===== config.mk =====
export PLATFORM = sky130hd
export DESIGN_NAME = ensc_fifo
export DESIGN_NICKNAME = d
export VERILOG_FILES = /design/src/ensc_pkg.sv /design/src/ensc_fifo.sv
export SDC_FILE = /design/constraint.sdc
export NUM_CORES = 1
export LEC_CHECK = 0
export ABC_AREA = 1
export BUFFER_PORTS_ARGS = -buffer_cell sky130_fd_sc_hd__buf_4
export CAP_MARGIN = 20
export CELL_PAD_IN_SITES_DETAIL_PLACEMENT = 2
export CELL_PAD_IN_SITES_GLOBAL_PLACEMENT = 2
export CORE_MARGIN = 4
export CORE_UTILIZATION = 32
export CTS_CLUSTER_DIAMETER = 120
export DETAILED_ROUTE_END_ITERATION = 6
export GPL_ROUTABILITY_DRIVEN = 0
export MAX_ROUTING_LAYER = met4
export PLACE_DENSITY_LB_ADDON = 0.1
export SLEW_MARGIN = 40
export SYNTH_ARGS = -nofsm -noshare
export SYNTH_HDL_FRONTEND = slang
export SYNTH_SLANG_ARGS = --single-unit

===== constraint.sdc =====
create_clock -name clk -period 6.2 [get_ports clk]
set_input_delay 0 -clock clk [delete_from_list [all_inputs] [get_ports clk]]
set_output_delay 0 -clock clk [all_outputs]
set_load 0.005 [all_outputs]

===== src/ensc_pkg.sv =====
`timescale 1ns / 1ps
package ensc_pkg;

	typedef struct packed {
		logic [19:0] raw_temp;
		logic [19:0] raw_press;
		logic [15:0] raw_hum;
	} in_item_t;

	typedef struct packed {
		logic signed [31:0] temp_centi;
		logic [31:0]        press_q24_8;
		logic [16:0]        hum_q22_10;
	} out_item_t;

	// pre-reduced terms passed from front to back
	typedef struct packed {
		logic [31:0] ta;
		logic [31:0] tb;
		logic [20:0] pn;
		logic [31:0] hl;
	} work_t;

	typedef enum logic [2:0] {
		CFG_TEMP   = 3'd0,
		CFG_PLOW   = 3'd1,
		CFG_PHIGH  = 3'd2,
		CFG_PNINE  = 3'd3,
		CFG_HUM    = 3'd4
	} cfg_idx_t;

	localparam logic [63:0] T_FINE_OFS  = 64'd128000;
	localparam logic [20:0] P_FULL      = 21'd1048576;
	localparam logic [63:0] P_SCALE     = 64'd3125;
	localparam logic [31:0] H_FINE_OFS  = 32'd76800;
	localparam logic [31:0] H_MAX       = 32'd419430400;
	localparam logic [31:0] H_INNER_OFS = 32'd2097152;
	localparam logic [31:0] H_ROUND     = 32'd16384;
	localparam logic [31:0] H_HALF      = 32'd32768;
	localparam logic [31:0] H_RIGHT_RND = 32'd8192;
	localparam int unsigned FIFO_DEPTH  = 2;

	function automatic logic [63:0] sx8(input logic [7:0] v);
		sx8 = {{56{v[7]}}, v};
	endfunction

	function automatic logic [63:0] sx12(input logic [11:0] v);
		sx12 = {{52{v[11]}}, v};
	endfunction

	function automatic logic [63:0] sx16(input logic [15:0] v);
		sx16 = {{48{v[15]}}, v};
	endfunction

	function automatic logic [63:0] sx32(input logic [31:0] v);
		sx32 = {{32{v[31]}}, v};
	endfunction

endpackage


===== src/ensc_fifo.sv =====
`timescale 1ns / 1ps
module ensc_fifo (
	input  logic            clk,
	input  logic            arst_n,
	input  logic            push,
	input  ensc_pkg::work_t push_data,
	output logic            wr_ready,
	input  logic            pop,
	output logic            rd_valid,
	output ensc_pkg::work_t rd_data
);
	ensc_pkg::work_t mem_q [ensc_pkg::FIFO_DEPTH];
	logic       wr_ptr_q;
	logic       rd_ptr_q;
	logic [1:0] count_q;

	assign wr_ready = count_q != 2'(ensc_pkg::FIFO_DEPTH);
	assign rd_valid = count_q != 2'd0;
	assign rd_data  = mem_q[rd_ptr_q];

	always_ff @(posedge clk) begin
		if (push) begin
			mem_q[wr_ptr_q] <= push_data;
		end
	end

	always_ff @(posedge clk or negedge arst_n) begin
		if (!arst_n) begin
			wr_ptr_q <= 1'b0;
			rd_ptr_q <= 1'b0;
			count_q  <= 2'd0;
		end else begin
			if (push) wr_ptr_q <= ~wr_ptr_q;
			if (pop) rd_ptr_q <= ~rd_ptr_q;
			count_q <= count_q + {1'b0, push} - {1'b0, pop};
		end
	end

	a_no_overflow: assert property (@(posedge clk) disable iff (!arst_n)
		count_q <= 2'(ensc_pkg::FIFO_DEPTH)) else $error("fifo count out of range");
	a_push_room: assert property (@(posedge clk) disable iff (!arst_n)
		(count_q == 2'(ensc_pkg::FIFO_DEPTH) && !pop) |=> !rd_valid || count_q != 2'd0)
		else $error("fifo lost entries");
	a_pop_valid: assert property (@(posedge clk) disable iff (!arst_n)
		pop |-> rd_valid) else $error("pop from empty fifo");
endmodule


-- Yosys cells after proc, flatten, opt, wreduce, memory -nomap -nowiden
Memories as Yosys holds them, arrays and structs flattened.
Index checks and enable logic that the tools add are counted.
W data, S select, Z words.
- memories kept: 1
- bits of input ports: 121
- bits in registers: 4
- logic and storage cells: 12
- memory bits (writable): 234
- output and inout bits: 119
- memory list (memory ; words ; width ; read ports ; clocked after Yosys merged registers in ; write ports ; line ; text):
    mem_q ; 2 ; 117 ; 1 ; 0 ; 1 ; ensc_fifo.sv:12 ; ensc_pkg::work_t mem_q [ensc_pkg::FIFO_DEPTH];
- $add $sub $neg: 2
- reduce and logical (&&, ||, !) cells: 1
- bitwise operators: 2
- mux-type cells: 2
- eq/ne operators: 1
- operators with widths (operator ; count):
    $add A2 B1 Y2 ; 1
    $mux W1 ; 2
    $ne A2 B2 Y1 const B ; 1
    $not A1 Y1 ; 2
    $reduce_bool A2 Y1 ; 1
    $sub A2 B1 Y2 ; 1

-- Depth between registers and ports, before layout
- depth in word-level cells: 2
- mapped depth: 7
- mapped depth without buffers: 7

-- Worst setup path after synthesis
OpenSTA, ideal clock, no wires.
- kind: register -> register
- start point: reg wr_ptr_q
- end point: mem mem_q[0][0] (netlist name) (enable)
- arrival time: 5276 ps
- period minus slack after synthesis: 5874 ps
- library setup time: 597 ps
- slack: 326 ps
- data required time: 5603 ps
- cell stages (with the launch flop): 2
- path buffers: 0
- cells stage by stage: dfrtp_1 > nor2_1
- RTL lines (element ; line ; text):
    start, declared ; ensc_fifo.sv:13 ; logic wr_ptr_q;
    start signal, assigned ; ensc_fifo.sv:33 ; if (push) wr_ptr_q <= ~wr_ptr_q;
    end, declared ; ensc_fifo.sv:12 ;
Straight into the memory's write port.

==> PnR_summary.wiki <==
{| class="wikitable"
! Metric !! Value
|-
| Actual transition at the worst max-transition pin || 0.723 ns
|-
| Total Negative Setup Slacks || 0 ns
|-
| Placeable core region || 0.0278 mm²
|-
| Post-synthesis xor/xnor area fraction || 0.194%
|-
| Adder and majority cell fraction of the synthesized area || 0.278%
|-
| Endpoint kind of the worst setup timing path || output pin
|-
| Seq pwr share || 41.8%
|-
| Fraction of power consumed by the clock network || 26.6%
|-
| Total net switching power || 1.67 mW
|-
| Root buf cell || clkbuf_16
|-
| PD cells || 412 mW/mm²
|-
| Int Power || 3.74 mW
|-
| Result of the run || completed
|-
| Leftover overflow at the end of global routing || 0
|-
| H-tree lvl count || 1
|-
| Post-cts repair resize count || 0
|-
| Average wire per standard cell || 17.5 µm
|-
| Sequential element share of the synthesized area || 79.1%
|-
| Largest cells by area after synthesis || edfxtp_1, nand2_1, inv_1, o21ai_0, o21ai_2
|-
| Largest family of logic cells by synthesized area || buffers and inverters
|-
| Worst IR drop on VDD || 0.217 mV
|-
| Worst Skew || 0.0141 ns
|-
| Final layout net count || 1127
|-
| Yosys warning count || 0
|-
| Endpoint of the worst register-to-register path || mem_q[1][27]$_DFFE_PP_
|-
| Path type of the worst min-delay path || input pin to flip-flop
|-
| Instance count along the most critical hold path || 2
|-
| Count of final max-slew check failures || 0
|-
| Initial Util || 32.4%
|-
| Number of violations reported at the end of detailed-routing iteration 0 || 296
|-
| Worst Hold Launch || push_data[18]
|-
| Total Routed Length || 24.6 mm
|-
| Critical path fanouts, max || 129
|-
| Vertical extent of the die || 176 µm
|-
| Smallest setup slack after layout || 3.61 ns
|-
| Pre-CTS setup slack || 4.02 ns
|-
| Final period demand of the worst path || 2.59 ns
|-
| Detailed-route vias per instance || 4.32
|-
| Max-cap violations || 0
|-
| Largest net degree at the start of global routing || 187
|-
| Number of hold violations in the final report || 0
|-
| Required time of the critical path || 6.20 ns
|-
| Wire length of the first global-routing pass || 38.1 mm
|-
| Fmax || 386 MHz
|-
| Number of CTS-inserted buffers || 27
|-
| DRC violation count after routing || 0
|-
| Clock insertion delay at the later pin of the skew report || 0.52 ns
|-
| Unrepaired setup endpoints after global routing || no
|-
| TritonRoute pass-1 iters || 4
|-
| Comb pwr share || 31.6%
|-
| Most frequent standard cell in the layout excluding fill and tap cells || buf_4
|-
| Clock tree from TritonCTS || done
|-
| Distinct cells, synth || 15
|-
| Post-Synthesis Mean Instance Area || 14.2 µm²
|-
| Reg2reg start || wr_ptr_q$_DFFE_PN0P_
|-
| Total track usage || 16.0%
|-
| Number of endpoints failing setup at the final stage || 0
|-
| Biggest area consumer among synthesized cells || edfxtp_1
|-
| Share of total power consumed by net switching || 30.9%
|-
| Summed area of non-filler cells in the final layout || 0.0131 mm²
|-
| Layout cell share with drive strength beyond 1 || 29.8%
|-
| Io pins || 240
|-
| Fraction of synthesized area in multiplexers || 0%
|-
| Share of the synthesized area in the top cell type || 78.0%
|-
| Number of antenna violations at the first check in global routing || 1
|-
| Post-synthesis compound-gate area fraction || 7.42%
|-
| Final cycle utilization of the critical path || 41.8%
|-
| Commonest non-fill, non-tap cells in the layout || buf_4, edfxtp_1, nand2_1
|-
| Relative slew margins || 51.8%
|-
| Number of rows in the core area || 61
|-
| Synthesized-area fraction occupied by and/or/nand/nor cells || 5.31%
|-
| Post-detail-place hpwl || 15.6 mm
|-
| Crit start category || flip-flop
|-
| Internal reg-to-reg setup slack || 4.06 ns
|-
| Clock slew at reported path FFs || 0.06 ns
|-
| # fillers || 2772
|-
| Via count || 6056
|-
| Leakage component of the power || 5.49 nW
|-
| Total die area || 0.0309 mm²
|-
| Yosys reg bits || 238
|-
| R2R cell count || 3
|-
| Post-synthesis cell count || 636
|-
| Via count of the first global-routing pass || 6948
|-
| Standard cell area after detailed placement || 0.0111 mm²
|-
| Count of buffers from port buffering || 239
|-
| Post-CTS setup buffers || 0
|-
| Detail Route Antenna Nets || 0
|-
| Cell area after synthesis || 0.00901 mm²
|-
| Smallest hold slack || 0.210 ns
|-
| Die width || 176 µm
|-
| Synthesized netlist net count || 759
|-
| Count of clock tree sinks || 238
|-
| End-of-flow core utilization || 47.3%
|-
| End point of the most critical hold path || mem_q[1][18]$_DFFE_PP_
|-
| Endpoint arrival time on the critical path || 2.59 ns
|-
| Area growth from synthesis to layout || 46.0%
|-
| Clock buffer depth || 3
|-
| Kind of critical path || flip-flop to output pin
|}
## per-layer routing
metal  part of all wire [%]  wire, µm  vias up  track usage (%)
met1                     38      9470     2973             17.7
met3                    6.2      1520       39             4.41
met4                    2.3       569        0             3.77
li1                       -         -     2885                -
met5                      0         0        -                -
met2                     53     13100      159             28.9
## worst max-delay path, cell delays in order (launching register included)
cell	delay [ns]
dfrtp_4	0.73
buf_12	0.31
buf_16	0.39
nand2_1	0.16
o21ai_1	0.19
buf_4	0.16
## flip-flops by register name (all words and copies together), names as in the netlist
signal,cells
wr_ptr_q,1
rd_ptr_q,1
count_q,2
mem_q,234
## per-stage QoR
step	cells	power, mW
after global placement	1231	3.88
after CTS	1401	5.50
final	1403	5.41
after detailed placement	1231	3.96
after floorplan	636	3.09
after global routing	1403	5.77
## how the worst max path moves through the flow
stage	from	to	slack, ns	cells after the start
finish	rd_ptr_q$_DFFE_PN0P_	rd_data[85]	3.61	5
floorplan	wr_ptr_q$_DFFE_PN0P_	mem_q[0][0]$_DFFE_PP_	0.33	1
detailed placement	wr_ptr_q$_DFFE_PN0P_	mem_q[1][8]$_DFFE_PP_	4.02	3
global route	rd_ptr_q$_DFFE_PN0P_	rd_data[85]	3.39	5
CTS	rd_ptr_q$_DFFE_PN0P_	rd_data[85]	3.61	4
global placement	wr_ptr_q$_DFFE_PN0P_	mem_q[1][10]$_DFFE_PP_	3.80	3
## logic make-up (layout without fill, tap and decap cells)
logic type / after synthesis / count (layout)
buffers and inverters: 150 / 538
flip-flops: 238 / 238
XOR/XNOR: 2 / 2
other: 0 / 1
AO/OA/AOI/OAI: 117 / 117
AND/OR/NAND/NOR: 127 / 127
adder cells (fa/ha/maj): 2 / 2
## layout make-up
| class | count | area (µm²) | area share, % |
|---|---|---|---|
| flip-flops and latches | 238 | 7130 | 54.2 |
| inverters | 124 | 468 | 3.56 |
| multi-input cells | 248 | 1200 | 9.10 |
| clock buffers | 31 | 691 | 5.25 |
| repair buffers | 365 | 3080 | 23.4 |
| clock inverters | 18 | 104 | 0.790 |
| well taps | 378 | 473 | 3.60 |
| diodes | 1 | 2.50 | 0.0190 |
## synthesized netlist by cell type
cell / n
edfxtp_1: 234
nand2_1: 125
inv_1: 124
o21ai_0: 84
o21ai_2: 22
buf_6: 14
o21ai_1: 11
clkbuf_1: 8
dfrtp_1: 4
buf_4: 3
ha_1: 2
xor2_1: 2
buf_8: 1
nand3_1: 1
nor2_1: 1
## power by group through the flow
stage	clock (mW)	sequential [mW]	combinational [mW]
2_1_floorplan	0	2.27	0.826
3_3_place_gp	0	2.28	1.61
3_5_place_dp	0	2.30	1.66
4_1_cts	1.49	2.27	1.74
5_1_grt	1.56	2.30	1.92
6_report	1.44	2.26	1.71
## timing repair
item	4_1_cts	5_1_grt
hold buffers	121	0
endpoints found under the hold margin	242	0
setup endpoints to repair	0	0
(Power assumes the default switching activity.)
