===== config.mk =====
export PLATFORM = sky130hd
export DESIGN_NAME = ensc_front
export DESIGN_NICKNAME = d
export VERILOG_FILES = /design/src/ensc_pkg.sv /design/src/ensc_front.sv
export SDC_FILE = /design/constraint.sdc
export NUM_CORES = 1
export LEC_CHECK = 0
export ABC_AREA = 1
export ABC_CLOCK_PERIOD_IN_PS = 10500
export BUFFER_PORTS_ARGS = -buffer_cell sky130_fd_sc_hd__buf_4
export CORE_AREA = 2 2 112 114
export DETAILED_ROUTE_END_ITERATION = 16
export DIE_AREA = 0 0 114 116
export SLEW_MARGIN = 20
export SYNTH_ARGS = -nofsm -noshare
export SYNTH_HDL_FRONTEND = slang
export SYNTH_SLANG_ARGS = --single-unit

===== constraint.sdc =====
create_clock -name vclk -period 10.5
set_input_delay 2.1 -clock vclk [all_inputs]
set_output_delay 2.1 -clock vclk [all_outputs]
set_load 0.05 [all_outputs]

===== src/ensc_pkg.sv =====
`timescale 1ns / 1ps
package ensc_pkg;

	typedef struct packed {
		logic [19:0] raw_temp;
		logic [19:0] raw_press;
		logic [15:0] raw_hum;
	} in_item_t;

	typedef struct packed {
		logic signed [31:0] temp_centi;
		logic [31:0]        press_q24_8;
		logic [16:0]        hum_q22_10;
	} out_item_t;

	// pre-reduced terms passed from front to back
	typedef struct packed {
		logic [31:0] ta;
		logic [31:0] tb;
		logic [20:0] pn;
		logic [31:0] hl;
	} work_t;

	typedef enum logic [2:0] {
		CFG_TEMP   = 3'd0,
		CFG_PLOW   = 3'd1,
		CFG_PHIGH  = 3'd2,
		CFG_PNINE  = 3'd3,
		CFG_HUM    = 3'd4
	} cfg_idx_t;

	localparam logic [63:0] T_FINE_OFS  = 64'd128000;
	localparam logic [20:0] P_FULL      = 21'd1048576;
	localparam logic [63:0] P_SCALE     = 64'd3125;
	localparam logic [31:0] H_FINE_OFS  = 32'd76800;
	localparam logic [31:0] H_MAX       = 32'd419430400;
	localparam logic [31:0] H_INNER_OFS = 32'd2097152;
	localparam logic [31:0] H_ROUND     = 32'd16384;
	localparam logic [31:0] H_HALF      = 32'd32768;
	localparam logic [31:0] H_RIGHT_RND = 32'd8192;
	localparam int unsigned FIFO_DEPTH  = 2;

	function automatic logic [63:0] sx8(input logic [7:0] v);
		sx8 = {{56{v[7]}}, v};
	endfunction

	function automatic logic [63:0] sx12(input logic [11:0] v);
		sx12 = {{52{v[11]}}, v};
	endfunction

	function automatic logic [63:0] sx16(input logic [15:0] v);
		sx16 = {{48{v[15]}}, v};
	endfunction

	function automatic logic [63:0] sx32(input logic [31:0] v);
		sx32 = {{32{v[31]}}, v};
	endfunction

endpackage


===== src/ensc_front.sv =====
`timescale 1ns / 1ps
module ensc_front (
	input  logic                in_valid,
	output logic                in_ready,
	input  ensc_pkg::in_item_t  in_data,
	input  logic [47:0]         temp_coeffs,
	input  logic [63:0]         hum_coeffs,
	input  logic                fifo_ready,
	output logic                push,
	output ensc_pkg::work_t     push_data
);
	logic [31:0] t1;
	logic [11:0] h4;

	assign t1 = {16'd0, temp_coeffs[15:0]};
	assign h4 = hum_coeffs[43:32];

	assign in_ready = fifo_ready;
	assign push     = in_valid & fifo_ready;

	always_comb begin
		push_data.ta = {15'd0, in_data.raw_temp[19:3]} - {t1[30:0], 1'b0};
		push_data.tb = {16'd0, in_data.raw_temp[19:4]} - t1;
		push_data.pn = ensc_pkg::P_FULL - {1'b0, in_data.raw_press};
		push_data.hl = {2'd0, in_data.raw_hum, 14'd0} - {h4, 20'd0}
			+ ensc_pkg::H_ROUND;
	end
endmodule


After elaboration in Yosys (flattened, before gate mapping) --
Index checks and enable logic that the tools add are counted.
Storage, ports and cells: register bits after elaboration 0, input bits 170, output and inout bits 119
Operators by class: add/subtract/negate cells 5, bitwise logic cells 1
Operator list (number):
- $add A32 B15 Y32 const B | 1
- $sub A30 B32 Y32 | 1
- $sub A21 B20 Y21 const A | 1
- $sub A17 B17 Y18 | 1
- $sub A16 B16 Y17 | 1
- $and A1 B1 Y1 | 1

Depth between registers and ports, before layout --
Gate-level depths: netlist of run 1.
depth in word-level cells 2, mapped depth 13, mapped depth without buffers 12

Least setup slack after synthesis of run 1 --
OpenSTA, ideal clock, no wires.
path kind input to output, start point input port temp_coeffs[11], end point output port push_data[102] (netlist bit), arrival time 5164 ps, setup slack 3236 ps, stages 7, path buffers 1, path through inv_1 > ha_1 > a21o_1 > nor2_1 > o21ai_1 > a21oi_1 > buf_4
RTL lines:
- start: declaration | line ensc_front.sv:6 | input logic [47:0] temp_coeffs,
- end: declaration | line ensc_front.sv:10 | output ensc_pkg::work_t push_data

==> out/summary.txt, run 1 <==
RUN STATUS
----------------------------------------------------------------------------------------
Run status                                                                  finished clean

LAYOUT
----------------------------------------------------------------------------------------
Fin area                                                                        4243 um2
Sequential standard cell area                                                      0 um2
Non-filler cells, final                                                              828
Share of final-layout standard cells stronger than drive strength 1               0.3172
Number of flip-flops and latches                                                       0
Final Net Count                                                                      900
Clock buffer instance count of the final layout                                        0
Synthesis-to-finish area growth                                                   37.96%
Count of inserted antenna diode cells                                                  0

GRT
----------------------------------------------------------------------------------------
Global-route wire length before repair                                         12,600 um
GRT Resource Usage Total                                                          0.1109
Via count of the first global-routing pass                                         2,988
Total grt overflow                                                                     0
Largest net degree at the start of global routing                                     32
Initial antenna violation count                                                        0

SYNTH
----------------------------------------------------------------------------------------
Most numerous cell types in the synthesized netlist                         sky130_fd_sc_hd__nand2_1, sky130_fd_sc_hd__inv_1, sky130_fd_sc_hd__buf_4, sky130_fd_sc_hd__ha_1, sky130_fd_sc_hd__nor2_1
Share of the synthesized netlist area taken by xor and xnor gates                0.08544
Area of the mapped netlist                                                      3075 um2
Top cells by area in the synthesized netlist                                sky130_fd_sc_hd__nand2_1, sky130_fd_sc_hd__ha_1, sky130_fd_sc_hd__buf_4, sky130_fd_sc_hd__inv_1, sky130_fd_sc_hd__xor2_1
Largest family of logic cells by synthesized area                           simple AND/OR/NAND/NOR gates
Synth Area in Compound Gates                                                     0.06713
Share of Yosys cell area claimed by the top area cell type                        0.1965
Dominant cell by count in the synthesized netlist                           sky130_fd_sc_hd__nand2_1
Multiplexer fraction of the synthesized cell area                                      0
Post-synthesis share of cell area spent on and, or, nand and nor gates            0.3605
Post-Synthesis Mean Instance Area                                              5.643 um2
Number of unique standard cell types used by synthesis                                30
Post-synthesis cell count                                                            545
Synthesized-area fraction occupied by adder cells                                 0.1937
Biggest area consumer among synthesized cells                               sky130_fd_sc_hd__nand2_1
Yosys warning total                                                                    0
Seq/Total Area, Yosys                                                                  0

PWR
----------------------------------------------------------------------------------------
Overall Power                                                                  0.4915 mW
Clock share of power                                                                   0
Internal power                                                                 0.1433 mW
Power per standard cell area                                                115.8 nW/um2
Leakage power figure                                                            2.668 nW
Fraction of power spent switching nets                                            0.7085
Sequential group share of total power                                                  0
Maximum vdd drop                                                              0.07063 mV
Portion of total power attributed to combinational logic                           1.000
Net switching power                                                            0.3483 mW

TIMING
----------------------------------------------------------------------------------------
Setup repair after global routing missed its margin                                false
Clock period minus final worst setup slack                                      6.136 ns
Max-slew violation total from the final report                                         0
Worst slew slack as a fraction of its limit                                       0.5542
Setup ws final                                                                  4.364 ns
Timing-limited maximum frequency                                               163.0 MHz
Number of hold violations in the final report                                          0
Number of setup violations in the final report                                         0
Slew at the pin with the worst max-slew slack                                  0.6672 ns
Tcrit/Tclk final                                                                  0.5844
Total Negative Setup Slacks                                                         0 ns

CRITICAL PATH
----------------------------------------------------------------------------------------
Required time of the worst setup path                                            8.40 ns
Data arrival time of the critical path                                           4.04 ns
Ordered cell list for the critical path                                     buf_4, ha_1, a21o_1, nor2_1, o21ai_1, a21oi_4, buf_4
Total stage count of the critical path                                                 7
Highest net fanout along the worst path                                               31
Kind of end point of the critical path                                      primary output
Crit path kind                                                              primary input to primary output
Standard cell with the maximum stage delay on the critical path             sky130_fd_sc_hd__a21oi_4
Buffers and inverters on the worst path                                                2
Maximum cell stage delay along the critical path                                 0.54 ns
Most common cell on crit path                                               sky130_fd_sc_hd__buf_4
Critical Path Start Type                                                    primary input
Crit-path leading delay family                                              compound AO/OA/AOI/OAI gates

DIE
----------------------------------------------------------------------------------------
Area of the die                                                               13,220 um2
Count of boundary I/O pins                                                           289
Horizontal extent of the die                                                      114 um
Floorplan die height                                                              116 um
Initial standard-cell utilization of the core                                     0.2582
Placement row count                                                                   40
Core Area                                                                     11,910 um2

PLACE
----------------------------------------------------------------------------------------
Total half-perimeter wirelength after legalization and detailed placement        7588 um
Total instance count after detailed placement                                        828
Post-detailed-placement cell area                                               4235 um2
Final Wtd Congestion                                                              0.8308
Pre-CTS setup slack                                                             4.081 ns
IO Port Bufs                                                                         186

ROUTING
----------------------------------------------------------------------------------------
Antenna Violating Nets Remaining                                                       0
Number of vias per cell                                                            4.130
Detailed router's first-iteration violation count                                    120
Total via count in the routed design                                               3,420
Post-Route WL                                                                    8316 um
Drt first pass iters                                                                   4
DRC violation count after routing                                                      0
Drt wl/cell                                                                     10.04 um

RUN
----------------------------------------------------------------------------------------
Max-cap violations                                                                     0

CLOCK NETWORK
----------------------------------------------------------------------------------------
Total of cells resized after clock tree synthesis                                      0
Number of buffers inserted for hold repair after clock tree synthesis                  0
Postcts setup bufs                                                                     0

MIN PATH
----------------------------------------------------------------------------------------
Worst min-delay path category                                               primary input to primary output
Hold Path Stages                                                                       0

[cell families after synthesis]
| family | after synthesis |
|---|---|
| and+or+nand+nor | 254 |
| xor gates and xnor gates | 30 |
| adders and majority gates | 47 |
| AOI/OAI and AO/OA | 37 |
| buffers and inverters | 176 |
| other | 1 |
[layer usage]
layer | GRT usage | wire, um | vias up
met5 | 0 | 0 | -
met4 | 0.009756 | 78 | 0
met2 | 0.2194 | 4094 | 126
met1 | 0.1303 | 3514 | 1429
li1 | - | - | 1859
met3 | 0.01621 | 629 | 6
[power by group through the flow]
stage	clock (mW)	combinational, mW	sequential (mW)
after floorplan	0	0.390	0
after global placement	0	0.493	0
after detailed placement	0	0.494	0
after CTS	0	0.495	0
after global routing	0	0.524	0
final	0	0.492	0
[placed cells by master (no fill, tap or decap), types with 2 or more instances in the layout]
| master | synthesis | layout |
|---|---|---|
| sky130_fd_sc_hd__o21bai_1 | 2 | 2 |
| sky130_fd_sc_hd__xor2_1 | 27 | 27 |
| sky130_fd_sc_hd__nor3_2 | 3 | 3 |
| sky130_fd_sc_hd__nand3_4 | 2 | 2 |
| sky130_fd_sc_hd__conb_1 | 1 | 14 |
| sky130_fd_sc_hd__a21oi_1 | 25 | 24 |
| sky130_fd_sc_hd__nand2_1 | 161 | 161 |
| sky130_fd_sc_hd__nor2_4 | 3 | 3 |
| sky130_fd_sc_hd__o21ai_2 | 3 | 3 |
| sky130_fd_sc_hd__buf_4 | 63 | 186 |
| sky130_fd_sc_hd__nand3_2 | 2 | 2 |
| sky130_fd_sc_hd__nor2_1 | 38 | 38 |
| sky130_fd_sc_hd__nand4_1 | 5 | 5 |
| sky130_fd_sc_hd__nand3_1 | 30 | 30 |
| sky130_fd_sc_hd__ha_1 | 46 | 46 |
| sky130_fd_sc_hd__nor3_1 | 4 | 4 |
| sky130_fd_sc_hd__o21ai_0 | 4 | 4 |
| sky130_fd_sc_hd__inv_1 | 101 | 101 |
| sky130_fd_sc_hd__xnor2_1 | 3 | 3 |
| sky130_fd_sc_hd__nor2_2 | 3 | 3 |
| sky130_fd_sc_hd__inv_2 | 10 | 10 |
[layout make-up]
| type | instances | area [um2] |
|---|---|---|
| fillers | 1349 | 7669 |
| inverters | 113 | 425.4 |
| multi-input cells | 382 | 2237 |
| well taps | 147 | 183.9 |
| repair buffers | 186 | 1396 |
[per-stage QoR]
stage | utilization | hold WS (ns)
2_1_floorplan | - | 4.367
3_3_place_gp | 0.3556 | 4.200
3_5_place_dp | 0.3556 | 4.200
4_1_cts | 0.3556 | 4.200
5_1_grt | 0.3562 | 4.200
6_report | 0.3562 | 4.200
[final timing paths]
check / start / to / slack (ns)
setup / recovery: in_data[51] / push_data[82] / 4.36
hold / removal: in_data[39] / push_data[85] / 4.20
Note: power is estimated with default switching activity, not from simulation.
==> run 2: changes to the inputs <==
--- a/config.mk
+++ b/config.mk
@@ -6,7 +6,7 @@
 export NUM_CORES = 1
 export LEC_CHECK = 0
 export ABC_AREA = 1
-export ABC_CLOCK_PERIOD_IN_PS = 10500
+export ABC_CLOCK_PERIOD_IN_PS = 5610
 export BUFFER_PORTS_ARGS = -buffer_cell sky130_fd_sc_hd__buf_4
 export CORE_AREA = 2 2 112 114
 export DETAILED_ROUTE_END_ITERATION = 16
==> constraint.sdc (replaced) <==
create_clock -name vclk -period 5.61
set_input_delay 1.122 -clock vclk [all_inputs]
set_output_delay 1.122 -clock vclk [all_outputs]
set_load 0.05 [all_outputs]
==> out/summary.txt, run 2 (synthesis gave the netlist of run 1 again) <==
LAYOUT
----------------------------------------------------------------------------------------
Number of flip-flops and latches                                                       0
Share of final-layout standard cells stronger than drive strength 1               0.3182
Clock buffer instance count of the final layout                                        0
Most common library cell in the layout ignoring fill and taps               sky130_fd_sc_hd__buf_4
Commonest cells after routing, fill and taps aside                          sky130_fd_sc_hd__buf_4, sky130_fd_sc_hd__nand2_1, sky130_fd_sc_hd__inv_1
Count of inserted antenna diode cells                                                  0
Final Net Count                                                                      901
Sequential standard cell area                                                      0 um2
Synthesis-to-finish area growth                                                   37.96%
Fin util                                                                          0.3562

MIN PATH
----------------------------------------------------------------------------------------
Worst min-delay path category                                               primary input to primary output
Min-Delay Startpoint                                                         in_data[39]
End point of the most critical hold path                                    push_data[85]
Hold Path Stages                                                                       0

ROUTING
----------------------------------------------------------------------------------------
Total via count in the routed design                                               3,377
Detailed router's first-iteration violation count                                    101
Post-Route WL                                                                    8270 um
Antenna Violating Nets Remaining                                                       0
Number of vias per cell                                                            4.074
DRC violation count after routing                                                      0
Drt wl/cell                                                                     9.976 um
Drt first pass iters                                                                   4

GRT
----------------------------------------------------------------------------------------
Via count of the first global-routing pass                                         3,003
Total grt overflow                                                                     0
Initial antenna violation count                                                        0
GRT Resource Usage Total                                                          0.1120
Global-route wire length before repair                                         12,810 um
Largest net degree at the start of global routing                                     32

DIE
----------------------------------------------------------------------------------------
Initial standard-cell utilization of the core                                     0.2582
Count of boundary I/O pins                                                           289
Core Area                                                                     11,910 um2
Floorplan die height                                                              116 um
Placement row count                                                                   40
Area of the die                                                               13,220 um2
Horizontal extent of the die                                                      114 um

CRITICAL PATH
----------------------------------------------------------------------------------------
Crit path kind                                                              primary input to primary output
Data arrival time of the critical path                                           2.88 ns
Kind of end point of the critical path                                      primary output
Highest net fanout along the worst path                                               31
Required time of the worst setup path                                            4.49 ns
Critical Path Start Type                                                    primary input

TIMING
----------------------------------------------------------------------------------------
Max-slew violation total from the final report                                         0
Hold WS                                                                         2.244 ns
Number of hold violations in the final report                                          0
Total Negative Setup Slacks                                                         0 ns
Timing-limited maximum frequency                                               249.7 MHz
Setup repair after global routing missed its margin                                false
Clock period minus final worst setup slack                                      4.004 ns
Number of setup violations in the final report                                         0
Tcrit/Tclk final                                                                  0.7138

PLACE
----------------------------------------------------------------------------------------
IO Port Bufs                                                                         186
Total half-perimeter wirelength after legalization and detailed placement        7481 um
Final Wtd Congestion                                                              0.8334

PWR
----------------------------------------------------------------------------------------
Power per standard cell area                                                216.7 nW/um2
Overall Power                                                                  0.9194 mW
Maximum vdd drop                                                               0.1201 mV
Leakage power figure                                                            2.671 nW

CLOCK NETWORK
----------------------------------------------------------------------------------------
Total of cells resized after clock tree synthesis                                      0
Postcts setup bufs                                                                     0
Number of buffers inserted for hold repair after clock tree synthesis                  0

RUN STATUS
----------------------------------------------------------------------------------------
Run status                                                                  finished clean

RUN
----------------------------------------------------------------------------------------
Max-cap violations                                                                     0

## run 2: cell types whose count changed in the layout (fill, tap and decap cells not counted), sizes merged
| cell | change |
|---|---|
| buf | +1 |
## run 2: cell type report
cell class / instances / area, um2
fillers: 1342 / 7669
multi-input cells: 382 / 2230
repair buffers: 187 / 1404
inverters: 113 / 425.4
well taps: 147 / 183.9
## run 2: worst max-delay path by stage
stage	start	to	slack, ns	cells past startpoint
after floorplan	temp_coeffs[11]	push_data[102]	0.30	7
after global placement	in_data[40]	push_data[112]	1.59	10
after detailed placement	in_data[40]	push_data[112]	1.60	10
after CTS	in_data[40]	push_data[112]	1.60	10
after global routing	in_data[8]	push_data[28]	1.43	11
final	in_data[40]	push_data[77]	1.61	10
## run 2: where the power goes
part           internal [mW]  switching, mW  total, mW
logic                  0.269          0.650      0.919
clock network              0              0          0
registers                  0              0          0
total                  0.269          0.650      0.919
## run 2: metal layers
layer | track usage | routed length (um)
met5 | 0 | 0
met4 | 0.008943 | 51
met3 | 0.01621 | 581
met2 | 0.2175 | 4044
met1 | 0.1353 | 3593
## run 2: stage by stage
| step | area, um2 | std cells | setup WS, ns |
|---|---|---|---|
| detailed placement | 4243 | 829 | 1.602 |
| CTS | 4243 | 829 | 1.596 |
| floorplan | 3124 | 558 | 0.3021 |
| global placement | 4243 | 829 | 1.594 |
| global route | 4243 | 829 | 1.429 |
| finish | 4243 | 829 | 1.606 |
## run 2: critical path, cell delays in order
cell and delay (ns):
sky130_fd_sc_hd__buf_4 0.07, sky130_fd_sc_hd__inv_1 0.03, sky130_fd_sc_hd__ha_1 0.23, sky130_fd_sc_hd__fa_1 0.43
sky130_fd_sc_hd__o21ai_2 0.24, sky130_fd_sc_hd__nand3_1 0.10, sky130_fd_sc_hd__nand2_1 0.14, sky130_fd_sc_hd__a21oi_2 0.08
sky130_fd_sc_hd__buf_4 0.22, sky130_fd_sc_hd__buf_4 0.22
