$ cat config.mk
export PLATFORM = sky130hd
export DESIGN_NAME = ensc_back
export DESIGN_NICKNAME = d
export VERILOG_FILES = /design/src/ensc_pkg.sv /design/src/ensc_div.sv /design/src/ensc_back.sv
export SDC_FILE = /design/constraint.sdc
export NUM_CORES = 2
export LEC_CHECK = 0
export BUFFER_PORTS_ARGS = -buffer_cell sky130_fd_sc_hd__buf_2
export CORE_UTILIZATION = 31
export DETAILED_ROUTE_END_ITERATION = 16
export PLACE_DENSITY_LB_ADDON = 0.15
export RECOVER_POWER = 25
export SLEW_MARGIN = 20
export SYNTH_ARGS = -nofsm -noshare
export SYNTH_HDL_FRONTEND = slang
export SYNTH_HIERARCHICAL = 1
export SYNTH_SLANG_ARGS = --single-unit
$ cat constraint.sdc
create_clock -name clk -period 20.2 [get_ports clk]
set_clock_uncertainty 0.1 [all_clocks]
set_input_delay 4.04 -clock clk [delete_from_list [all_inputs] [get_ports clk]]
set_output_delay 4.04 -clock clk [all_outputs]
set_load 0.02 [all_outputs]
$ cat src/ensc_pkg.sv
`timescale 1ns / 1ps
package ensc_pkg;

	typedef struct packed {
		logic [19:0] raw_temp;
		logic [19:0] raw_press;
		logic [15:0] raw_hum;
	} in_item_t;

	typedef struct packed {
		logic signed [31:0] temp_centi;
		logic [31:0]        press_q24_8;
		logic [16:0]        hum_q22_10;
	} out_item_t;

	// pre-reduced terms passed from front to back
	typedef struct packed {
		logic [31:0] ta;
		logic [31:0] tb;
		logic [20:0] pn;
		logic [31:0] hl;
	} work_t;

	typedef enum logic [2:0] {
		CFG_TEMP   = 3'd0,
		CFG_PLOW   = 3'd1,
		CFG_PHIGH  = 3'd2,
		CFG_PNINE  = 3'd3,
		CFG_HUM    = 3'd4
	} cfg_idx_t;

	localparam logic [63:0] T_FINE_OFS  = 64'd128000;
	localparam logic [20:0] P_FULL      = 21'd1048576;
	localparam logic [63:0] P_SCALE     = 64'd3125;
	localparam logic [31:0] H_FINE_OFS  = 32'd76800;
	localparam logic [31:0] H_MAX       = 32'd419430400;
	localparam logic [31:0] H_INNER_OFS = 32'd2097152;
	localparam logic [31:0] H_ROUND     = 32'd16384;
	localparam logic [31:0] H_HALF      = 32'd32768;
	localparam logic [31:0] H_RIGHT_RND = 32'd8192;
	localparam int unsigned FIFO_DEPTH  = 2;

	function automatic logic [63:0] sx8(input logic [7:0] v);
		sx8 = {{56{v[7]}}, v};
	endfunction

	function automatic logic [63:0] sx12(input logic [11:0] v);
		sx12 = {{52{v[11]}}, v};
	endfunction

	function automatic logic [63:0] sx16(input logic [15:0] v);
		sx16 = {{48{v[15]}}, v};
	endfunction

	function automatic logic [63:0] sx32(input logic [31:0] v);
		sx32 = {{32{v[31]}}, v};
	endfunction

endpackage

$ cat src/ensc_div.sv
`timescale 1ns / 1ps
module ensc_div (
	input  logic        clk,
	input  logic        arst_n,
	input  logic        start,
	input  logic [63:0] num,
	input  logic [63:0] den,
	output logic        done,
	output logic [63:0] quo
);
	logic [63:0] quo_q;
	logic [63:0] rem_q;
	logic [63:0] den_q;
	logic        neg_q;
	logic        busy_q;
	logic        done_q;
	logic [5:0]  cnt_q;
	logic [64:0] rem_sh;
	logic        fits;

	assign rem_sh = {rem_q, quo_q[63]};
	assign fits   = rem_sh >= {1'b0, den_q};
	assign done   = done_q;
	assign quo    = neg_q ? (64'd0 - quo_q) : quo_q;

	always_ff @(posedge clk) begin
		if (start) begin
			quo_q <= num[63] ? (64'd0 - num) : num;
			den_q <= den[63] ? (64'd0 - den) : den;
			rem_q <= 64'd0;
			neg_q <= num[63] ^ den[63];
		end else if (busy_q) begin
			rem_q <= fits ? 64'(rem_sh - {1'b0, den_q}) : rem_sh[63:0];
			quo_q <= {quo_q[62:0], fits};
		end
	end

	always_ff @(posedge clk or negedge arst_n) begin
		if (!arst_n) begin
			busy_q <= 1'b0;
			done_q <= 1'b0;
			cnt_q  <= 6'd0;
		end else begin
			done_q <= 1'b0;
			if (start) begin
				busy_q <= 1'b1;
				cnt_q  <= 6'd0;
			end else if (busy_q) begin
				cnt_q <= cnt_q + 6'd1;
				if (cnt_q == 6'd63) begin
					busy_q <= 1'b0;
					done_q <= 1'b1;
				end
			end
		end
	end
endmodule

$ cat src/ensc_back.sv
`timescale 1ns / 1ps
module ensc_back (
	input  logic                clk,
	input  logic                arst_n,
	input  logic [47:0]         temp_coeffs,
	input  logic [63:0]         press_coeffs_low,
	input  logic [63:0]         press_coeffs_high,
	input  logic [15:0]         press_coeff_nine,
	input  logic [63:0]         hum_coeffs,
	input  logic                rd_valid,
	input  ensc_pkg::work_t     rd_data,
	output logic                pop,
	output logic                out_valid,
	input  logic                out_ready,
	output ensc_pkg::out_item_t out_data
);
	typedef enum logic [3:0] {
		PH_IDLE = 4'b0001,
		PH_MUL  = 4'b0010,
		PH_DIV  = 4'b0100,
		PH_OUT  = 4'b1000
	} phase_t;

	typedef enum logic [4:0] {
		ST_M1, ST_M2, ST_M3, ST_M4, ST_M5, ST_M6, ST_M7, ST_M8, ST_M9, ST_M10,
		ST_M11, ST_M12, ST_M13, ST_M14, ST_M15, ST_M16, ST_M17, ST_M18, ST_M19,
		ST_M20, ST_M21
	} step_t;

	phase_t          phase_q;
	step_t           step_q;
	ensc_pkg::work_t wk_q;
	logic [1:0]      mcnt_q;
	logic [63:0]     acc_q;
	logic [63:0]     mul_a;
	logic [63:0]     mul_b;
	logic [63:0]     term;
	logic [63:0]     prod;
	logic [31:0]     p32;

	logic [31:0] r1_q, r2_q, r3_q, tf_q, vv_q;
	logic [63:0] ww_q, w2_q, wa_q, w1d_q, pv_q;
	logic [31:0] press_q;
	logic [16:0] hum_q;
	logic        out_valid_q;
	ensc_pkg::out_item_t out_q;

	logic [63:0] w1, s64, p_pre;
	logic [31:0] v32, hv, t5;
	logic        div_start, div_done;
	logic [63:0] div_quo;

	assign w1  = ensc_pkg::sx32(tf_q) - ensc_pkg::T_FINE_OFS;
	assign s64 = $signed(pv_q) >>> 13;
	assign v32 = tf_q - ensc_pkg::H_FINE_OFS;
	assign pop = (phase_q == PH_IDLE) && rd_valid;

	// operand select: r1 and r2 are reused across the temperature and humidity chains
	always_comb begin
		mul_a = 64'd0;
		mul_b = 64'd0;
		case (step_q)
			ST_M1:  begin mul_a = ensc_pkg::sx32(wk_q.ta); mul_b = ensc_pkg::sx16(temp_coeffs[31:16]); end
			ST_M2:  begin mul_a = ensc_pkg::sx32(wk_q.tb); mul_b = ensc_pkg::sx32(wk_q.tb); end
			ST_M3:  begin mul_a = ensc_pkg::sx32(r2_q); mul_b = ensc_pkg::sx16(temp_coeffs[47:32]); end
			ST_M4:  begin mul_a = w1; mul_b = w1; end
			ST_M5:  begin mul_a = ww_q; mul_b = ensc_pkg::sx16(press_coeffs_high[31:16]); end
			ST_M6:  begin mul_a = w1; mul_b = ensc_pkg::sx16(press_coeffs_high[15:0]); end
			ST_M7:  begin mul_a = ww_q; mul_b = ensc_pkg::sx16(press_coeffs_low[47:32]); end
			ST_M8:  begin mul_a = w1; mul_b = ensc_pkg::sx16(press_coeffs_low[31:16]); end
			ST_M9:  begin
				mul_a = 64'h0000_8000_0000_0000 + wa_q;
				mul_b = {48'd0, press_coeffs_low[15:0]};
			end
			ST_M10: begin mul_a = {12'd0, wk_q.pn, 31'd0} - w2_q; mul_b = ensc_pkg::P_SCALE; end
			ST_M11: begin mul_a = ensc_pkg::sx16(press_coeff_nine); mul_b = s64; end
			ST_M12: begin mul_a = wa_q; mul_b = s64; end
			ST_M13: begin mul_a = ensc_pkg::sx16(press_coeffs_high[63:48]); mul_b = pv_q; end
			ST_M14: begin mul_a = ensc_pkg::sx12(hum_coeffs[55:44]); mul_b = ensc_pkg::sx32(v32); end
			ST_M15: begin mul_a = ensc_pkg::sx32(v32); mul_b = ensc_pkg::sx8(hum_coeffs[63:56]); end
			ST_M16: begin mul_a = ensc_pkg::sx32(v32); mul_b = {56'd0, hum_coeffs[31:24]}; end
			ST_M17: begin mul_a = ensc_pkg::sx32(r2_q); mul_b = ensc_pkg::sx32(r3_q); end
			ST_M18: begin
				mul_a = ensc_pkg::sx32(r2_q + ensc_pkg::H_INNER_OFS);
				mul_b = ensc_pkg::sx16(hum_coeffs[23:8]);
			end
			ST_M19: begin mul_a = ensc_pkg::sx32(r1_q); mul_b = ensc_pkg::sx32(r3_q); end
			ST_M20: begin
				mul_a = ensc_pkg::sx32($signed(vv_q) >>> 15);
				mul_b = ensc_pkg::sx32($signed(vv_q) >>> 15);
			end
			ST_M21: begin mul_a = ensc_pkg::sx32(r2_q); mul_b = {56'd0, hum_coeffs[7:0]}; end
			default: begin mul_a = 64'd0; mul_b = 64'd0; end
		endcase
	end

	// one 16-bit digit of the multiplier per cycle
	assign term  = 64'(mul_a * mul_b[{mcnt_q, 4'd0} +: 16]) << {mcnt_q, 4'd0};
	assign prod  = acc_q + term;
	assign p32   = prod[31:0];
	assign p_pre = pv_q + wa_q + ($signed(prod) >>> 19);
	assign hv    = vv_q - 32'($signed(p32) >>> 4);
	assign t5    = {tf_q[29:0], 2'd0} + tf_q + 32'd128;

	assign div_start = (phase_q == PH_MUL) && (step_q == ST_M10) && (mcnt_q == 2'd3);

	ensc_div u_div (
		.clk    (clk),
		.arst_n (arst_n),
		.start  (div_start),
		.num    (prod),
		.den    (w1d_q),
		.done   (div_done),
		.quo    (div_quo)
	);

	always_ff @(posedge clk) begin
		if (pop) wk_q <= rd_data;
		if (div_done) pv_q <= div_quo;
		if (phase_q == PH_MUL && mcnt_q == 2'd3) begin
			case (step_q)
				ST_M1:  r1_q <= $signed(p32) >>> 11;
				ST_M2:  r2_q <= $signed(p32) >>> 12;
				ST_M3:  tf_q <= r1_q + 32'($signed(p32) >>> 14);
				ST_M4:  ww_q <= prod;
				ST_M5:  w2_q <= prod;
				ST_M6:  w2_q <= w2_q + (prod << 17)
					+ (ensc_pkg::sx16(press_coeffs_low[63:48]) << 35);
				ST_M7:  wa_q <= $signed(prod) >>> 8;
				ST_M8:  wa_q <= wa_q + (prod << 12);
				ST_M9:  w1d_q <= $signed(prod) >>> 33;
				ST_M11: wa_q <= prod;
				ST_M12: wa_q <= $signed(prod) >>> 25;
				ST_M13: press_q <= 32'($signed(p_pre) >>> 8)
					+ {{12{press_coeffs_high[47]}}, press_coeffs_high[47:32], 4'd0};
				ST_M14: r1_q <= $signed(wk_q.hl - p32) >>> 15;
				ST_M15: r2_q <= $signed(p32) >>> 10;
				ST_M16: r3_q <= 32'($signed(p32) >>> 11) + ensc_pkg::H_HALF;
				ST_M17: r2_q <= $signed(p32) >>> 10;
				ST_M18: r3_q <= $signed(p32 + ensc_pkg::H_RIGHT_RND) >>> 14;
				ST_M19: vv_q <= p32;
				ST_M20: r2_q <= $signed(p32) >>> 7;
				ST_M21: begin
					if (hv[31]) hum_q <= 17'd0;
					else if (hv > ensc_pkg::H_MAX) hum_q <= ensc_pkg::H_MAX[28:12];
					else hum_q <= hv[28:12];
				end
				default: ;
			endcase
			if (step_q == ST_M9 && prod[63:33] == 31'd0) press_q <= 32'd0;
		end
		if (phase_q == PH_OUT && (!out_valid_q || out_ready)) begin
			out_q.temp_centi  <= $signed(t5) >>> 8;
			out_q.press_q24_8 <= press_q;
			out_q.hum_q22_10  <= hum_q;
		end
	end

	always_ff @(posedge clk or negedge arst_n) begin
		if (!arst_n) begin
			phase_q     <= PH_IDLE;
			step_q      <= ST_M1;
			mcnt_q      <= 2'd0;
			acc_q       <= 64'd0;
			out_valid_q <= 1'b0;
		end else begin
			if (out_valid_q && out_ready) out_valid_q <= 1'b0;
			unique case (phase_q)
				PH_IDLE: begin
					if (rd_valid) begin
						phase_q <= PH_MUL;
						step_q  <= ST_M1;
						mcnt_q  <= 2'd0;
						acc_q   <= 64'd0;
					end
				end
				PH_MUL: begin
					if (mcnt_q == 2'd3) begin
						mcnt_q <= 2'd0;
						acc_q  <= 64'd0;
						if (step_q == ST_M21) begin
							phase_q <= PH_OUT;
						end else if (step_q == ST_M10) begin
							phase_q <= PH_DIV;
						end else if (step_q == ST_M9 && prod[63:33] == 31'd0) begin
							// zero divisor: skip the whole divide branch
							step_q <= ST_M14;
						end else begin
							step_q <= step_t'(step_q + 5'd1);
						end
					end else begin
						mcnt_q <= mcnt_q + 2'd1;
						acc_q  <= prod;
					end
				end
				PH_DIV: begin
					if (div_done) begin
						phase_q <= PH_MUL;
						step_q  <= ST_M11;
					end
				end
				PH_OUT: begin
					if (!out_valid_q || out_ready) begin
						out_valid_q <= 1'b1;
						phase_q     <= PH_IDLE;
					end
				end
				default: phase_q <= PH_IDLE;
			endcase
		end
	end

	assign out_valid = out_valid_q;
	assign out_data  = out_q;

	a_div_phase: assert property (@(posedge clk) disable iff (!arst_n)
		div_done |-> phase_q == PH_DIV) else $error("divide result outside divide phase");
	a_pop_idle: assert property (@(posedge clk) disable iff (!arst_n)
		pop |=> phase_q == PH_MUL && step_q == ST_M1) else $error("pop did not start work");
	a_out_load: assert property (@(posedge clk) disable iff (!arst_n)
		(phase_q == PH_OUT && !out_valid_q) |=> out_valid_q)
		else $error("result not loaded into free output register");
	a_hum_range: assert property (@(posedge clk) disable iff (!arst_n)
		out_valid_q |-> out_q.hum_q22_10 <= 17'd102400) else $error("humidity out of range");
endmodule

# Word level (Yosys, flattened, before mapping)
# Cells that the tools add are included.
[totals] register_bits=963 inputBits=377 out_inout_bits=83 word_cells=186
[classes] add_sub_neg=26 n_mul=1 order_cmp=2 n_eq_ne=33 n_shift=2 muxes=46 bitwise_logic=1 n_reduce_logical=42
[op_table] operator="one-hot mux 64 bit (19 select lines)" count=1
[op_table] operator="one-hot mux 64 bit (15 select lines)" count=1
[op_table] operator="2-to-1 mux 64 bit" count=7
[op_table] operator="adder 64 bit" count=4
[op_table] operator="one-hot mux 64 bit (2 select lines)" count=2
[op_table] operator="one-hot mux 64 bit (4 select lines)" count=1
[op_table] operator="one-hot mux 32 bit (2 select lines)" count=2
[op_table] operator="subtractor 1 x 64 -> 64 bit, first input constant" count=2
[op_table] operator="adder 32 bit" count=3
[op_table] operator="one-hot mux 32 bit (3 select lines)" count=1
[op_table] operator="adder 40 bit" count=2
[op_table] operator="greater-or-equal comparator 65 x 64 -> 1 bit" count=1
[op_table] operator="adder 48 x 64 -> 64 bit, first input constant" count=1
[op_table] operator="multiplier 64 x 16 -> 64 bit" count=1
[op_table] operator="indexed part select 64 x 7 -> 16 bit" count=1
[op_table] operator="<< shifter 64 x 6 -> 64 bit" count=1
[op_table] operator="subtractor 32 bit" count=2
[op_table] operator="subtractor 52 x 64 -> 64 bit" count=1
[op_table] operator="subtractor 64 bit" count=1
[op_table] operator="2-to-1 mux 63 bit" count=1
[op_table] operator="equality test 5 x 4 -> 1 bit, second input constant" count=8
[op_table] operator="subtractor 32 x 18 -> 33 bit, second input constant" count=1
[op_table] operator="adder 32 x 14 -> 32 bit, second input constant" count=1
[op_table] operator="adder 32 x 22 -> 32 bit, second input constant" count=1
[op_table] operator="other kinds (45)" count=106

# Longest topological paths before layout
[logic_depth] word_depth=14 mapped_depth=87 ltp_nobuf=81

# By module
# Netlist, hierarchy kept.
[modules_own_cells] mod="ensc_back" n_inst=1 cells_each=8514 area_each_um2=78868.1 seq_area_each_um2=21662.0
[modules_own_cells] mod="ensc_div" n_inst=1 cells_each=1858 area_each_um2=15574.9 seq_area_each_um2=5355.1

# Least setup slack after synthesis
# OpenSTA, ideal clock, no wires.
[synth_path] path_type="input-to-reg" from="in temp_coeffs[31]" to="reg press_q[31] (data pin)" setup_time_ns=0.254 t_arrival_ns=19.556 setup_slack_ns=0.290 stages=77 n_path_buf=3 path_cell_list="a222oi_1 -> nor2b_1 -> a2111oi_0 -> o211ai_1 -> or2_1 -> buf_2 -> a221oi_1 -> or4_1 -> nor2_1 -> clkbuf_1 -> buf_1 -> nand2_1 -> fa_1 -> fa_1 -> inv_1 -> fa_1 -> inv_1 -> fa_1 -> [... 41 more ...] -> a21o_1 -> a21oi_1 -> o21bai_1 -> a21oi_1 -> o21bai_1 -> a21oi_1 -> o21bai_1 -> a2111oi_0 -> o31ai_1 -> o41a_1 -> a41oi_1 -> a211o_1 -> nor2_1 -> a211oi_1 -> o21ai_0 -> xnor2_1 -> xnor2_1 -> nor2_1"
[synth_between] elab_chain_cells=8
[synth_lines] item="start, declared" line="ensc_back.sv:5" text="input logic [47:0] temp_coeffs,"
[synth_lines] item="one-hot mux 64 bit (19 select lines)" line="ensc_back.sv:62" text="case (step_q)"
[synth_lines] item="indexed part select 64 x 7 -> 16 bit" line="ensc_back.sv:98" text="assign term = 64'(mul_a * mul_b[{mcnt_q, 4'd0} +: 16]) << {mcnt_q, 4'd0};"
[synth_lines] item="multiplier 64 x 16 -> 64 bit" line="ensc_back.sv:98"
[synth_lines] item="<< shifter 64 x 6 -> 64 bit" line="ensc_back.sv:98"
[synth_lines] item="adder 64 bit" line="ensc_back.sv:99" text="assign prod = acc_q + term;"
[synth_lines] item="net prod[22]" line="ensc_back.sv:38" text="logic [63:0] prod;"
[synth_lines] item="adder 40 bit" line="ensc_back.sv:101" text="assign p_pre = pv_q + wa_q + ($signed(prod) >>> 19);"
[synth_lines] item="adder 32 bit" line="ensc_back.sv:135" text="+ {{12{press_coeffs_high[47]}}, press_coeffs_high[47:32], 4'd0};"
[synth_lines] item="2-to-1 mux 32 bit" line="ensc_back.sv:121" text="case (step_q)"
[synth_lines] item="end signal, assigned" line="ensc_back.sv:134" text="ST_M13: press_q <= 32'($signed(p_pre) >>> 8)"
[synth_lines] item="end, declared" line="ensc_back.sv:43" text="logic [31:0] press_q;"
# The timed path passes the listed nets, and every way through them passes these cells. The select of a mux whose other input is x is not followed.
# A chain may end at the register's enable or synchronous reset.

# Worst setup path in the final report
[layout_path] from="in press_coeffs_high[31]" to="reg press_q[31] (data pin)"
[layout_between] elab_chain_cells=8
[layout_lines] item="start, declared" line="ensc_back.sv:7" text="input logic [63:0] press_coeffs_high,"
[layout_lines] item="one-hot mux 64 bit (19 select lines)" line="ensc_back.sv:62"
[layout_lines] item="indexed part select 64 x 7 -> 16 bit" line="ensc_back.sv:98"
[layout_lines] item="multiplier 64 x 16 -> 64 bit" line="ensc_back.sv:98"
[layout_lines] item="<< shifter 64 x 6 -> 64 bit" line="ensc_back.sv:98"
[layout_lines] item="adder 64 bit" line="ensc_back.sv:99"
[layout_lines] item="net prod[31]" line="ensc_back.sv:38"
[layout_lines] item="adder 40 bit" line="ensc_back.sv:101"
[layout_lines] item="adder 32 bit" line="ensc_back.sv:135"
[layout_lines] item="2-to-1 mux 32 bit" line="ensc_back.sv:121"
# The timed path passes the listed nets, and every way through them passes these cells. The select of a mux whose other input is x is not followed.

==> out/metrics.cfg <==
[status]
status = complete, but fails checks
violations = capacitance limit, slew limit

[drt]
wl_um = 442000
drt_first_pass_iters = 9
ant_nets = 0
via_count = 86000
wl_per_cell_um = 28.5
first_iter_violations = 9232
drc = 0
vias_per_cell = 5.54

[setup_path]
r2r_cells = 78
critPathKind = input pin to flop
cp.required_ns = 20.64
cp-end-kind = flop
critPathArrivalTime_ns = 19.97
start_kind = input pin
slowest_stage = fa_1
worst-path-max-fanout = 5
critPathMaxStageDelay_ns = 0.57
cp_common_cell = buf_4
r2r_setup_slack_ns = 1.21
r2r-start = step_q[2]$_DFFE_PN0P_
reg2reg_to = press_q[31]$_SDFFCE_PP0P_

[sta]
finalSetupViolations = 0
fin_crit_ns = 19.53
fin_setup_tns_ns = 0
tightestPinTransition_ns = 3.80
min_period_over_period = 0.967
drv_slew = 522
hold_viol_final = 0
fmax_mhz = 51.2
slew_headroom = -1.54
setup_slack_ns = 0.670

[yosys]
synth-compound-area-share = 0.170
synth_edf_count = 787
synth_nets = 12200
synth_top_family_by_area = adder cells
syn-cell-area_mm2 = 0.0944
syn_inst = 10400
async_reset_ff_frac = 0.0898
synth-adder-area-share = 0.252
avgSynthCellArea_um2 = 9.11
dominantRegCellSynth = edfxtp_1
yosys.area_share.simple = 0.153
ys_ff_latch = 935
synth_xor_area_frac = 0.0632
synthDistinctLibCells = 111
synth_warnings = 6
ys_seq_area_frac = 0.286
synth_mux_area_frac = 0.00333

[floorplanning]
rows = 202
die_width_um = 554
initial_core_util = 0.312
fp.dieH_um = 554
die-area_mm2 = 0.307
ios = 460
design.core.area_mm2 = 0.303

[global_routing]
antenna_found_initial = 61
use_met3 = 0.0457
grt_pass1_wl_um = 624000
grt_util_met1 = 0.365
grt_overflow = 0
grt_max_degree = 80
grt_util_met2 = 0.449
grt_pass1_vias = 85500
grt_usage = 0.282
top_usage_layer = met2

[min_path]
hold_path_end = out_data[19]$_DFFE_PP_
hp-class = flop to flop
worstHoldStart = press_q[2]$_SDFFCE_PP0P_
min_path_cells = 0

[cells_and_area]
fin_util = 0.372
fin_nets = 13200
drive_gt1_frac = 0.163
area_growth_syn_to_layout_pct = 19.4

[cts]
clkTransAtPathRegs_ns = 0.06
hold_buffers = 0
clockRootBuffer = clkbuf_16
cts_max_path_buffers = 3
clk_latency_ns = 0.82
htreeDepth = 3
cts_tree = done
clock_sinks = 935
cts_buffers = 118

[job]
maxCapViolations = 12

[place]
globalplace.congestion = 1.02
portBuffers = 431
place_ws_ns = -1.77
place_hpwl_um = 353000

[routing by layer]
| layer | vias up | share of wire |
|---|---|---|
| met5 | - | 0.00020 |
| met4 | 16 | 0.066 |
| met3 | 870 | 0.078 |
| li1 | 37900 | - |
| met1 | 43300 | 0.41 |
| met2 | 3886 | 0.45 |
[cell type report]
cell class	count	area [um^2]
diodes	21	52.6
clock buffers	140	3070
clock inverters	83	1110
fillers	30800	190000
inverters	1301	4890
multi-input cells	7642	61700
flip-flops and latches	935	27000
well taps	3978	4980
repair buffers	1423	10000
[synth_stat cells, drive strengths merged (78+ instances only)]
cell,instances,share of area
o21ai,543,0.029
nand2b,84,0.0056
a21oi,611,0.032
dfrtp,83,0.022
xor2,229,0.021
o21bai,79,0.0063
o31ai,78,0.0064
and2,235,0.016
nor2,605,0.024
edfxtp,787,0.25
nor2b,78,0.0052
inv,1297,0.052
nand4,84,0.0056
ha,584,0.077
nor3,147,0.0080
xnor2,441,0.041
a22oi,128,0.010
fa,825,0.17
a21o,187,0.015
nand2,1357,0.054
nand3,156,0.0083
clkbuf,428,0.017
and3,83,0.0055
[how the worst max path moves through the flow]
stage	from	to	slack (ns)	cells after the start
2_1_floorplan	temp_coeffs[31]	press_q[31]$_SDFFCE_PP0P_	0.29	77
3_3_place_gp	press_coeffs_low[47]	press_q[31]$_SDFFCE_PP0P_	-1.89	71
3_5_place_dp	press_coeffs_low[47]	press_q[31]$_SDFFCE_PP0P_	-1.77	71
4_1_cts	press_coeffs_low[47]	press_q[31]$_SDFFCE_PP0P_	0.003	79
5_1_grt	temp_coeffs[31]	press_q[31]$_SDFFCE_PP0P_	-0.07	82
6_report	press_coeffs_high[31]	press_q[31]$_SDFFCE_PP0P_	0.67	81
[worst max-delay path: cells and delay by family]
family          cells  cell delay (ns)
xor+xnor            5             0.78
simple gates       15             1.97
buf+inv            20             2.40
fa+ha+maj          11             4.88
compound gates     30             5.84
[cell families after synthesis]
group           after synthesis
simple gates               3113
flops                       935
compound gates             2417
buf+inv                    1795
xor+xnor                    674
mux                          29
fa+ha+maj                  1409
[cell usage in the layout, fill, tap and decap left out, types with 36 or more instances in the layout]
cell type	Yosys	final
nand3_1	155	153
o41ai_1	36	36
fa_1	825	821
a221oi_1	75	71
or2_2	39	39
nor4_1	49	43
and3_1	83	82
nand2b_1	83	83
or3_1	73	73
ha_1	584	581
nor2b_1	78	74
o22ai_1	42	40
o211ai_1	47	47
nand2_1	1357	1352
clkbuf_1	428	39
o21a_1	70	70
a211oi_1	61	54
a311oi_1	57	56
o31ai_1	76	73
nand4_1	84	84
o21ai_0	521	503
inv_1	1295	1290
a21oi_1	610	581
a21o_1	187	187
a222oi_1	72	72
a22oi_1	128	128
and2_1	231	221
o21bai_1	79	78
a31oi_1	58	56
edfxtp_1	787	787
xnor2_1	440	425
buf_4	13	928
xor2_1	229	213
dfxtp_1	64	64
or4_1	44	44
nor3_1	144	136
buf_2	14	430
clkbuf_16	0	118
dfrtp_1	83	79
nor2_1	605	583
[stage by stage]
step	cells	instance area (um^2)	hold WS, ns
2_1_floorplan	10400	94400	0.300
3_3_place_gp	15300	108000	0.307
3_5_place_dp	15300	108000	0.305
4_1_cts	15500	112000	0.315
5_1_grt	15500	113000	0.324
6_report	15500	113000	0.313
[state kept, by name, summed over array words and instances, names as in the netlist, 64 cells and up]
signal       count
ww_q            64
u_div/quo_q     64
u_div/rem_q     64
acc_q           64
wk_q           117
out_data        73
w2_q            64
pv_q            64
u_div/den_q     64
wa_q            64
[timing repair]
action	CTS	global route
resized for setup	30	123
pin swaps	6	53
setup endpoints to repair	13	14
buffers inserted	5	19
Power is not shown: default switching activity piles up to over one toggle a cycle in this logic, so the estimate is an artifact.
